<file path="config.mk">
export PLATFORM = sky130hd
export DESIGN_NAME = mission_start_sequencer
export DESIGN_NICKNAME = d
export VERILOG_FILES = /design/src/rtl/mss_pkg.sv /design/src/rtl/mss_cfg.sv /design/src/rtl/mss_step.sv /design/src/rtl/mission_start_sequencer.sv
export SDC_FILE = /design/constraint.sdc
export NUM_CORES = 1
export LEC_CHECK = 0
export BUFFER_PORTS_ARGS = -buffer_cell sky130_fd_sc_hd__buf_2
export CORE_ASPECT_RATIO = 1.25
export CORE_UTILIZATION = 45
export CTS_CLUSTER_DIAMETER = 30
export DETAILED_ROUTE_END_ITERATION = 10
export SKIP_LAST_GASP = 1
export SYNTH_ARGS = -nofsm -noshare
export SYNTH_HDL_FRONTEND = slang
export SYNTH_SLANG_ARGS = --single-unit
</file>
<file path="constraint.sdc">
create_clock -name clk_i -period 11.3 [get_ports clk_i]
set_input_delay 2.26 -clock clk_i [delete_from_list [all_inputs] [get_ports clk_i]]
set_output_delay 2.26 -clock clk_i [all_outputs]
set_load 0.05 [all_outputs]
</file>
<file path="src/rtl/mss_pkg.sv">
`timescale 1ns / 1ps
// mss_pkg: types, codes and helpers shared by the mission start sequencer.
// No dependencies.
package mss_pkg;

  // Action codes (tuser on the input stream)
  localparam logic [1:0] ACT_TICK  = 2'd0;
  localparam logic [1:0] ACT_START = 2'd1;
  localparam logic [1:0] ACT_ABORT = 2'd2;
  localparam logic [1:0] ACT_PART  = 2'd3;

  // Status codes
  localparam logic [2:0] ST_OK         = 3'd0;
  localparam logic [2:0] ST_INVALID    = 3'd1;
  localparam logic [2:0] ST_NO_MISSION = 3'd2;
  localparam logic [2:0] ST_MISMATCH   = 3'd3;
  localparam logic [2:0] ST_NOT_READY  = 3'd4;

  // Event kinds (tuser on the output stream)
  localparam logic [1:0] EV_NONE     = 2'd0;
  localparam logic [1:0] EV_COMPLETE = 2'd1;
  localparam logic [1:0] EV_ABORTED  = 2'd2;

  // Register map
  localparam int unsigned     AddrW        = 3;
  localparam logic            REG_SETTLE   = 1'b0;
  localparam logic            REG_TIMEOUT  = 1'b1;
  localparam logic [15:0]     SettleReset  = 16'd200;
  localparam logic [15:0]     TimeoutReset = 16'd1500;

  typedef struct packed {
    logic [1:0]  action;
    logic [31:0] now_ms;
    logic        pose_valid;
    logic [7:0]  branch_num;
    logic        id_present;
    logic        mission_active;
    logic        id_matches;
    logic        transfer_done;
    logic        bypass_mode;
    logic        correction_sent;
    logic [3:0]  stop_reason;
    logic [15:0] parts_total;
  } item_t;

  typedef struct packed {
    logic        run;
    logic        pend;
    logic        moved;
    logic        started;
    logic [15:0] part;
    logic [7:0]  armed_branch;
    logic [31:0] armed_time;
    logic [31:0] moved_time;
  } seq_t;

  typedef struct packed {
    logic [2:0]  status;
    logic        accepted;
    logic        running;
    logic        start_waiting;
    logic        just_started;
    logic [15:0] part_index;
    logic [1:0]  event_kind;
    logic [15:0] event_part;
    logic [15:0] event_count;
    logic [3:0]  event_reason;
  } res_t;

  // Clears the pending-start bookkeeping
  function automatic seq_t drop_pending(seq_t s);
    seq_t r;
    r              = s;
    r.pend         = 1'b0;
    r.moved        = 1'b0;
    r.armed_branch = '0;
    r.armed_time   = '0;
    r.moved_time   = '0;
    return r;
  endfunction

  function automatic seq_t go_running(seq_t s);
    seq_t r;
    r         = drop_pending(s);
    r.run     = 1'b1;
    r.started = 1'b1;
    r.part    = '0;
    return r;
  endfunction

endpackage

</file>
<file path="src/rtl/mss_cfg.sv">
`timescale 1ns / 1ps
// mss_cfg: APB register file holding settle time and start timeout.
// Depends on mss_pkg.
module mss_cfg (
  input  logic                     clk_i,
  input  logic                     rst_ni,
  input  logic                     psel,
  input  logic                     penable,
  input  logic                     pwrite,
  input  logic [mss_pkg::AddrW-1:0] paddr,
  input  logic [31:0]              pwdata,
  output logic [31:0]              prdata,
  output logic                     pready,
  output logic [15:0]              settle_o,
  output logic [15:0]              timeout_o
);
  import mss_pkg::*;

  logic [15:0] settle_q, timeout_q;
  logic        wr_en;

  assign pready = 1'b1;
  assign wr_en  = psel & penable & pwrite & pready;

  always_ff @(posedge clk_i or negedge rst_ni) begin
    if (!rst_ni) begin
      settle_q  <= SettleReset;
      timeout_q <= TimeoutReset;
    end else if (wr_en) begin
      unique case (paddr[2])
        REG_SETTLE:  settle_q  <= pwdata[15:0];
        REG_TIMEOUT: timeout_q <= pwdata[15:0];
        default:     settle_q  <= settle_q;
      endcase
    end
  end

  always_comb begin
    unique case (paddr[2])
      REG_SETTLE:  prdata = {16'd0, settle_q};
      REG_TIMEOUT: prdata = {16'd0, timeout_q};
      default:     prdata = '0;
    endcase
  end

  assign settle_o  = settle_q;
  assign timeout_o = timeout_q;

endmodule

</file>
<file path="src/rtl/mss_step.sv">
`timescale 1ns / 1ps
// mss_step: next-state and result logic for one event.
// Depends on mss_pkg.
module mss_step (
  input  mss_pkg::item_t item_i,
  input  mss_pkg::seq_t  st_i,
  input  logic [15:0]    settle_i,
  input  logic [15:0]    timeout_i,
  output mss_pkg::seq_t  st_o,
  output mss_pkg::res_t  res_o
);
  import mss_pkg::*;

  logic [31:0] el_arm, el_mov;
  logic        arm_due, mov_due;
  logic [16:0] part_nxt;

  // wrapping elapsed time since arming / since branch change
  assign el_arm   = item_i.now_ms - st_i.armed_time;
  assign el_mov   = item_i.now_ms - st_i.moved_time;
  assign arm_due  = el_arm >= {16'd0, timeout_i};
  assign mov_due  = el_mov >= {16'd0, settle_i};
  assign part_nxt = {1'b0, st_i.part} + 17'd1;

  always_comb begin
    seq_t s;
    res_t r;
    s = st_i;
    r = '0;
    unique case (item_i.action)
      ACT_TICK: begin
        s.started = 1'b0;
        if (st_i.pend) begin
          if (!item_i.pose_valid) begin
            if (arm_due) s = drop_pending(s);
          end else if (!st_i.moved) begin
            if (item_i.branch_num != st_i.armed_branch) begin
              s.moved      = 1'b1;
              s.moved_time = item_i.now_ms;
            end else if (arm_due) begin
              s = go_running(s);
            end
          end else if (mov_due) begin
            s = go_running(s);
          end
        end
      end
      ACT_START: begin
        if (!item_i.id_present)          r.status = ST_INVALID;
        else if (!item_i.mission_active) r.status = ST_NO_MISSION;
        else if (!item_i.id_matches)     r.status = ST_MISMATCH;
        else if (!item_i.transfer_done)  r.status = ST_NOT_READY;
        else if (!item_i.pose_valid)     r.status = ST_NOT_READY;
        else if (item_i.bypass_mode)     s = go_running(s);
        else if (!item_i.correction_sent) r.status = ST_NOT_READY;
        else begin
          s.run          = 1'b0;
          s.part         = '0;
          s.pend         = 1'b1;
          s.moved        = 1'b0;
          s.armed_branch = item_i.branch_num;
          s.armed_time   = item_i.now_ms;
          s.moved_time   = '0;
        end
      end
      ACT_ABORT: begin
        if (!item_i.mission_active) begin
          r.status = ST_NO_MISSION;
        end else begin
          r.event_kind   = EV_ABORTED;
          r.event_part   = st_i.part;
          r.event_count  = item_i.parts_total;
          r.event_reason = item_i.stop_reason;
          s              = drop_pending(s);
          s.run          = 1'b0;
          s.part         = '0;
        end
      end
      ACT_PART: begin
        if (st_i.run) begin
          r.accepted = 1'b1;
          if (item_i.parts_total == 16'd0) begin
            s.run        = 1'b0;
            s.part       = '0;
            r.event_kind = EV_COMPLETE;
          end else if (part_nxt < {1'b0, item_i.parts_total}) begin
            s.part = part_nxt[15:0];
          end else begin
            // last part: index stays where it is and is reported
            s.run         = 1'b0;
            r.event_kind  = EV_COMPLETE;
            r.event_part  = st_i.part;
            r.event_count = item_i.parts_total;
          end
        end
      end
      default: s = st_i;
    endcase
    r.running       = s.run;
    r.start_waiting = s.pend;
    r.just_started  = s.started;
    r.part_index    = s.part;
    st_o  = s;
    res_o = r;
  end

endmodule

</file>
<file path="src/rtl/mission_start_sequencer.sv">
`timescale 1ns / 1ps
// mission_start_sequencer: top level of the mission run sequencer.
// Depends on mss_pkg, mss_cfg and mss_step.

// Sequences the start, run and end of a mission from a stream of events
// (tick, start, abort, complete-part), one result per event. An event is
// registered on input, evaluated against the sequencer state in
// combinational logic, and its result lands in an output register; the
// state is updated together with the output register, so every event
// sees the effect of the one before it. Throughput is one event per clock
// while the output is not stalled. The input register can take one event
// while a result waits in the output register; the input stage holds when
// it is full and the output register is full and not being drained.
// settle_time_ms (0x0) and start_timeout_ms (0x4) sit on the APB port and
// must only be written while no event is in flight.
module mission_start_sequencer (
  input  logic                      clk_i,
  input  logic                      rst_ni,
  // input events
  input  logic                      s_axis_tvalid,
  output logic                      s_axis_tready,
  // now_ms[31:0], pose_valid[32], branch_num[40:33], id_present[41],
  // mission_active[42], id_matches[43], transfer_done[44], bypass_mode[45],
  // correction_sent[46], stop_reason[50:47], parts_total[66:51], zero[71:67]
  input  logic [71:0]               s_axis_tdata,
  // action[1:0]
  input  logic [1:0]                s_axis_tuser,
  // results
  output logic                      m_axis_tvalid,
  input  logic                      m_axis_tready,
  // status[2:0], accepted[3], running[4], start_waiting[5], just_started[6],
  // part_index[22:7], event_part[38:23], event_count[54:39],
  // event_reason[58:55], zero[63:59]
  output logic [63:0]               m_axis_tdata,
  // event_kind[1:0]
  output logic [1:0]                m_axis_tuser,
  // configuration
  input  logic                      psel,
  input  logic                      penable,
  input  logic                      pwrite,
  input  logic [mss_pkg::AddrW-1:0] paddr,
  input  logic [31:0]               pwdata,
  output logic [31:0]               prdata,
  output logic                      pready
);
  import mss_pkg::*;

  logic [15:0] settle, timeout;

  // input stage
  logic  in_valid_q;
  item_t in_item_q;
  item_t in_item;

  // output stage
  logic  out_valid_q;
  res_t  out_res_q;

  // sequencer state
  seq_t  st_q, st_d;
  res_t  res_d;

  logic  adv;       // event moves from input register to output register
  logic  s_xfer;

  mss_cfg u_cfg (
    .clk_i     (clk_i),
    .rst_ni    (rst_ni),
    .psel      (psel),
    .penable   (penable),
    .pwrite    (pwrite),
    .paddr     (paddr),
    .pwdata    (pwdata),
    .prdata    (prdata),
    .pready    (pready),
    .settle_o  (settle),
    .timeout_o (timeout)
  );

  mss_step u_step (
    .item_i    (in_item_q),
    .st_i      (st_q),
    .settle_i  (settle),
    .timeout_i (timeout),
    .st_o      (st_d),
    .res_o     (res_d)
  );

  // unpack the input transfer
  assign in_item.action          = s_axis_tuser;
  assign in_item.now_ms          = s_axis_tdata[31:0];
  assign in_item.pose_valid      = s_axis_tdata[32];
  assign in_item.branch_num      = s_axis_tdata[40:33];
  assign in_item.id_present      = s_axis_tdata[41];
  assign in_item.mission_active  = s_axis_tdata[42];
  assign in_item.id_matches      = s_axis_tdata[43];
  assign in_item.transfer_done   = s_axis_tdata[44];
  assign in_item.bypass_mode     = s_axis_tdata[45];
  assign in_item.correction_sent = s_axis_tdata[46];
  assign in_item.stop_reason     = s_axis_tdata[50:47];
  assign in_item.parts_total     = s_axis_tdata[66:51];

  // handshake: output slot free or draining lets the input stage advance
  assign adv           = in_valid_q & (~out_valid_q | m_axis_tready);
  assign s_axis_tready = ~in_valid_q | adv;
  assign s_xfer        = s_axis_tvalid & s_axis_tready;

  always_ff @(posedge clk_i or negedge rst_ni) begin
    if (!rst_ni) begin
      in_valid_q <= 1'b0;
    end else if (s_axis_tready) begin
      in_valid_q <= s_axis_tvalid;
    end
  end

  always_ff @(posedge clk_i) begin
    if (s_xfer) begin
      in_item_q <= in_item;
    end
  end

  // state only moves when the event it belongs to is committed
  always_ff @(posedge clk_i or negedge rst_ni) begin
    if (!rst_ni) begin
      st_q <= '0;
    end else if (adv) begin
      st_q <= st_d;
    end
  end

  always_ff @(posedge clk_i or negedge rst_ni) begin
    if (!rst_ni) begin
      out_valid_q <= 1'b0;
    end else if (adv) begin
      out_valid_q <= 1'b1;
    end else if (m_axis_tready) begin
      out_valid_q <= 1'b0;
    end
  end

  always_ff @(posedge clk_i) begin
    if (adv) begin
      out_res_q <= res_d;
    end
  end

  // pack the result transfer
  assign m_axis_tvalid = out_valid_q;
  assign m_axis_tuser  = out_res_q.event_kind;
  assign m_axis_tdata  = {5'd0,
                          out_res_q.event_reason,
                          out_res_q.event_count,
                          out_res_q.event_part,
                          out_res_q.part_index,
                          out_res_q.just_started,
                          out_res_q.start_waiting,
                          out_res_q.running,
                          out_res_q.accepted,
                          out_res_q.status};

`ifndef SYNTHESIS
  // running and a pending start exclude each other
  a_run_xor_pend: assert property (@(posedge clk_i) disable iff (!rst_ni)
    !(st_q.run && st_q.pend))
    else $error("run and pending start both set");

  // a branch change is only tracked while a start is pending
  a_moved_pend: assert property (@(posedge clk_i) disable iff (!rst_ni)
    st_q.moved |-> st_q.pend)
    else $error("branch moved without pending start");

  // an aborted event always leaves the sequencer idle
  a_abort_idle: assert property (@(posedge clk_i) disable iff (!rst_ni)
    (m_axis_tvalid && m_axis_tuser == EV_ABORTED) |->
      (!m_axis_tdata[4] && !m_axis_tdata[5] && m_axis_tdata[22:7] == 16'd0))
    else $error("aborted event with live state");

  // a committed event updates the output register on the next edge
  a_commit: assert property (@(posedge clk_i) disable iff (!rst_ni)
    adv |=> out_valid_q)
    else $error("committed event lost");
`endif

endmodule
</file>
==> results.txt <==
- Total CTS buffers: 53
* Delay of the slowest critical-path stage: 0.96 ns
- Setup violations remaining at the end of the flow were counted as 0.
- Static timing analysis puts the maximum clock frequency at 0.1521 GHz.
- Tmin final: 6.573 ns
* Transition at the pin with the smallest max-transition slack: 1.122 ns
- Most used flip-flop cell after synthesis: sky130_fd_sc_hd__edfxtp_1
- Number of placed instances with taps included: 2365
- Across the VDD grid, the largest voltage drop is 0.1181 mV.
- In this run the static leakage power is 8.218 nW.
- The synthesized design contains 256 register bits.
- Pre-CTS WS: 4.732 ns
* Number of levels in the clock H-tree: 2
- Traced cell by cell, the critical path runs through ha_1 -> a21oi_1 -> o21ai_0 -> or2_2 -> o21ai_0 -> xnor2_1 -> ha_1 -> nand4_1 -> or2_2 -> nor4_1 -> a211oi_1 -> o311ai_0 -> nor4_1 -> nand4b_1 -> nor4_2 -> o32ai_4 -> buf_4 -> mux2i_1.
- Power spread over the standard cell area amounts to 193.8 nW/um2.
* Overall die area: 38410 um2
- Finished Core Util: 0.5351
- Synth Area in XOR/XNOR: 0.03155
- The count of nets left with antenna violations once routing finished came out at 0.
- The worst setup path is of the register to register kind.
* Die Height: 218.9 um
- Ratio of final minimum period to clock period: 0.5817
- Filler cell count in the final layout: 3407
- Global-route wire length before repair: 73060 um
- Of all cell types, the one taking the most synthesized area is sky130_fd_sc_hd__edfxtp_1.
- Of the total synthesized cell area, the portion taken by AND, OR, NAND and NOR gates is 0.1546.
- Setup TNS: 0 ns
- The repair_antennas step left the layout with diodes totalling 0.
- Adder and majority cell fraction of the synthesized area: 0.08809
* Worst Path Required: 11.77 ns
- Total number of vias: 14060
* Number of distinct library cell variants in the gate-level netlist after synthesis: 85
- Buffers from clock root to sink, at most: 3
- Clock tree from TritonCTS: done
* Cell type of the slowest stage on the worst timing path: sky130_fd_sc_hd__o32ai_4
* Share of flip-flops with an asynchronous set or reset after synthesis: 0.4922
- Post-CTS clock slew at the launch and capture registers of the worst setup and hold paths: 0.05 ns
- Startpoint class of the critical path: register
* Main combinational cell family by area after synthesis: compound AO/OA/AOI/OAI gates
- The final-report max-slew violation count is 0.
* Buffer cell driving the clock tree root: sky130_fd_sc_hd__clkbuf_16
- In the final layout, the share of cells above drive strength 1 is 0.1800.
- Placement Rows: 79
* Most repeated cell in the gate-level netlist after synthesis: sky130_fd_sc_hd__nand2_1
- Once the clock tree was built, the setup fixing pass inserted 0 buffers.
* Biggest fanout along the worst timing path: 23
- Chip Width: 175.5 um
* Cell family with most CP delay: compound AO/OA/AOI/OAI gates
- Cell Count, Final, Fillers Out: 2464
- The share of synthesized area in the top cell type comes to 0.2306.
- Number of buffers and inverters on the critical path: 1
- CTS-repair resized insts: 0
- The tool flagged a number of max-cap violations equal to 0.
- Starting density of the core: 0.4556
- A synthesized cell averages 9.507 um2.
- Netlist area before placement: 16930 um2
- After the first detailed-routing iteration, the DRC count stood at 937.
- Number of clock sinks: 256
* Top area cells in the synthesized netlist: sky130_fd_sc_hd__edfxtp_1, sky130_fd_sc_hd__dfrtp_1, sky130_fd_sc_hd__ha_1
- Maximum number of pins on one net before global-route repair: 70
- Of the post-synthesis cell area, the part taken by muxes is 0.05047.
* Synthesized-area fraction occupied by ao, oa, aoi and oai cells: 0.1941
- Aggregate global-route resource usage: 0.2395
- Summed over all layers, the global routing overflow is 0.
- Of the synthesized area, sequential elements account for 0.4175.
* Hold buffer count at cts: 0
- Summed over all layers, the routed wires come to 46010 um.
* Number of search-and-repair iterations in the first detailed-routing pass: 8
- Port Buf Inserts: 171
- Post-detailed-placement half-perimeter wirelength: 35150 um
- Cells after synthesis: 1781
- Final count of hold timing violations: 0
* Yosys warning total: 0
* Status: finished clean
- Setup repair after global routing left no endpoint under its margin.
- Net total in the final layout: 2168
- Measured against its own limit, the worst slew margin works out to 0.2521.
- In the routed layout, each cell is associated on average with a via count of 5.707.
* Initial antenna violation count: 0
- Number of global-route vias before repair: 13850
- Top cells by count, synth: sky130_fd_sc_hd__nand2_1, sky130_fd_sc_hd__inv_1, sky130_fd_sc_hd__edfxtp_1, sky130_fd_sc_hd__dfrtp_1, sky130_fd_sc_hd__ha_1
* Core area: 37170 um2
- Number of synthesized flops with an enable pin: 130
* Total I/O pin count: 217
- The worst setup path is captured at a register.
- Routed wire length per instance: 18.67 um
- Worst min-delay path class: register to register
* Worst Clk Skew: 0.02174 ns
- DRC errors left: 0
- For the worst setup path, the data arrival time is 7.04 ns.
- Synth-to-layout area growth: 17.46%
- Setup slack on the critical path of the routed design comes to 4.727 ns.
* Clock Latency Late Sink: 0.57 ns
- Final GP Congestion: 0.9185
[final timing paths]
path                                        endpoint  slack, ns                     from  depth (start not counted)
setup / recovery                st_q[48]$_DFFE_PN0P_       4.73  in_item_q[45]$_DFFE_PP_                         18
hold reg to reg            m_axis_tvalid$_DFFE_PN0P_       0.50   in_valid_q$_DFFE_PN0N_                          1
min in group asynchronous       st_q[64]$_DFFE_PN0P_       1.64                   rst_ni                          1
setup reg to reg                st_q[48]$_DFFE_PN0P_       4.73  in_item_q[45]$_DFFE_PP_                         18
hold / removal             m_axis_tvalid$_DFFE_PN0P_       0.50   in_valid_q$_DFFE_PN0N_                          1
max in group asynchronous       st_q[50]$_DFFE_PN0P_       7.93                   rst_ni                          3
[through the flow]
step / hold slack (ns) / area (um2) / power, mW
4_1_cts: 0.4990 / 19890 / 3.878
2_1_floorplan: 0.4569 / 17010 / 2.017
6_report: 0.4970 / 19890 / 3.855
5_1_grt: 0.5112 / 19890 / 4.053
3_5_place_dp: 0.4901 / 18060 / 2.293
3_3_place_gp: 0.4718 / 18060 / 2.273
[power breakdown]
group	total, mW	internal [mW]	switching [mW]
registers	1.22	1.11	0.106
clock network	1.57	1.02	0.550
logic	1.07	0.378	0.692
total	3.85	2.51	1.35
[sequential cells by signal, summed over array words and instances, names as in the netlist]
name             cells
st_q                92
u_cfg.timeout_o     16
m_axis_tvalid        1
u_cfg.settle_o      16
in_item_q           69
m_axis_tuser         2
in_valid_q           1
m_axis_tdata        59
[cell usage in the layout, fill, tap and decap left out, types with 33 or more instances in the layout]
cell type | netlist | final
sky130_fd_sc_hd__nand3_1 | 43 | 43
sky130_fd_sc_hd__mux2_2 | 35 | 35
sky130_fd_sc_hd__xnor2_1 | 33 | 33
sky130_fd_sc_hd__ha_1 | 116 | 116
sky130_fd_sc_hd__mux2i_1 | 46 | 46
sky130_fd_sc_hd__inv_1 | 141 | 140
sky130_fd_sc_hd__clkbuf_16 | 0 | 54
sky130_fd_sc_hd__nand2_1 | 177 | 177
sky130_fd_sc_hd__buf_2 | 4 | 170
sky130_fd_sc_hd__o21ai_0 | 113 | 113
sky130_fd_sc_hd__o31ai_1 | 39 | 39
sky130_fd_sc_hd__edfxtp_1 | 130 | 130
sky130_fd_sc_hd__and2_1 | 46 | 45
sky130_fd_sc_hd__dfrtp_1 | 116 | 116
sky130_fd_sc_hd__nor3_1 | 39 | 38
sky130_fd_sc_hd__a21oi_1 | 93 | 93
sky130_fd_sc_hd__a22oi_1 | 34 | 34
sky130_fd_sc_hd__nor2_1 | 83 | 82
[metal layers]
layer  share of wire  routed length [um]  track usage
met1            0.42               19240       0.2886
met2            0.51               23390       0.4316
met3           0.042                1935      0.03309
met4           0.031                1435      0.08928
met5               0                   0            0
[layout make-up]
type	instances	area, um2	share of cell area
Clock buffer	59	1390	0.06990
Clock inverter	40	432.9	0.02177
Inverter	141	529.3	0.02661
Multi-Input combinational cell	1297	8894	0.4472
Sequential cell	256	7069	0.3555
Tap cell	486	608.1	0.03058
Timing Repair Buffer	185	963.4	0.04845
[worst reg2reg max path: stages (launching register included)]
cell and delay (ns):
sky130_fd_sc_hd__edfxtp_1 0.47, sky130_fd_sc_hd__ha_1 0.46, sky130_fd_sc_hd__a21oi_1 0.23, sky130_fd_sc_hd__o21ai_0 0.19, sky130_fd_sc_hd__or2_2 0.33, sky130_fd_sc_hd__o21ai_0 0.58, sky130_fd_sc_hd__xnor2_1 0.19, sky130_fd_sc_hd__ha_1 0.36
sky130_fd_sc_hd__nand4_1 0.13, sky130_fd_sc_hd__or2_2 0.34, sky130_fd_sc_hd__nor4_1 0.55, sky130_fd_sc_hd__a211oi_1 0.16, sky130_fd_sc_hd__o311ai_0 0.16, sky130_fd_sc_hd__nor4_1 0.15, sky130_fd_sc_hd__nand4b_1 0.29, sky130_fd_sc_hd__nor4_2 0.13
sky130_fd_sc_hd__o32ai_4 0.96, sky130_fd_sc_hd__buf_4 0.53, sky130_fd_sc_hd__mux2i_1 0.28
[cells by family (layout without fill, tap and decap cells)]
logic type,count (synthesis),after routing
flops,256,256
compound gates,486,486
simple gates,529,529
xor+xnor,61,61
buf+inv,248,425
other cells,2,22
mux,81,81
fa+ha+maj,118,118
Power figures use the tool's default switching activity.
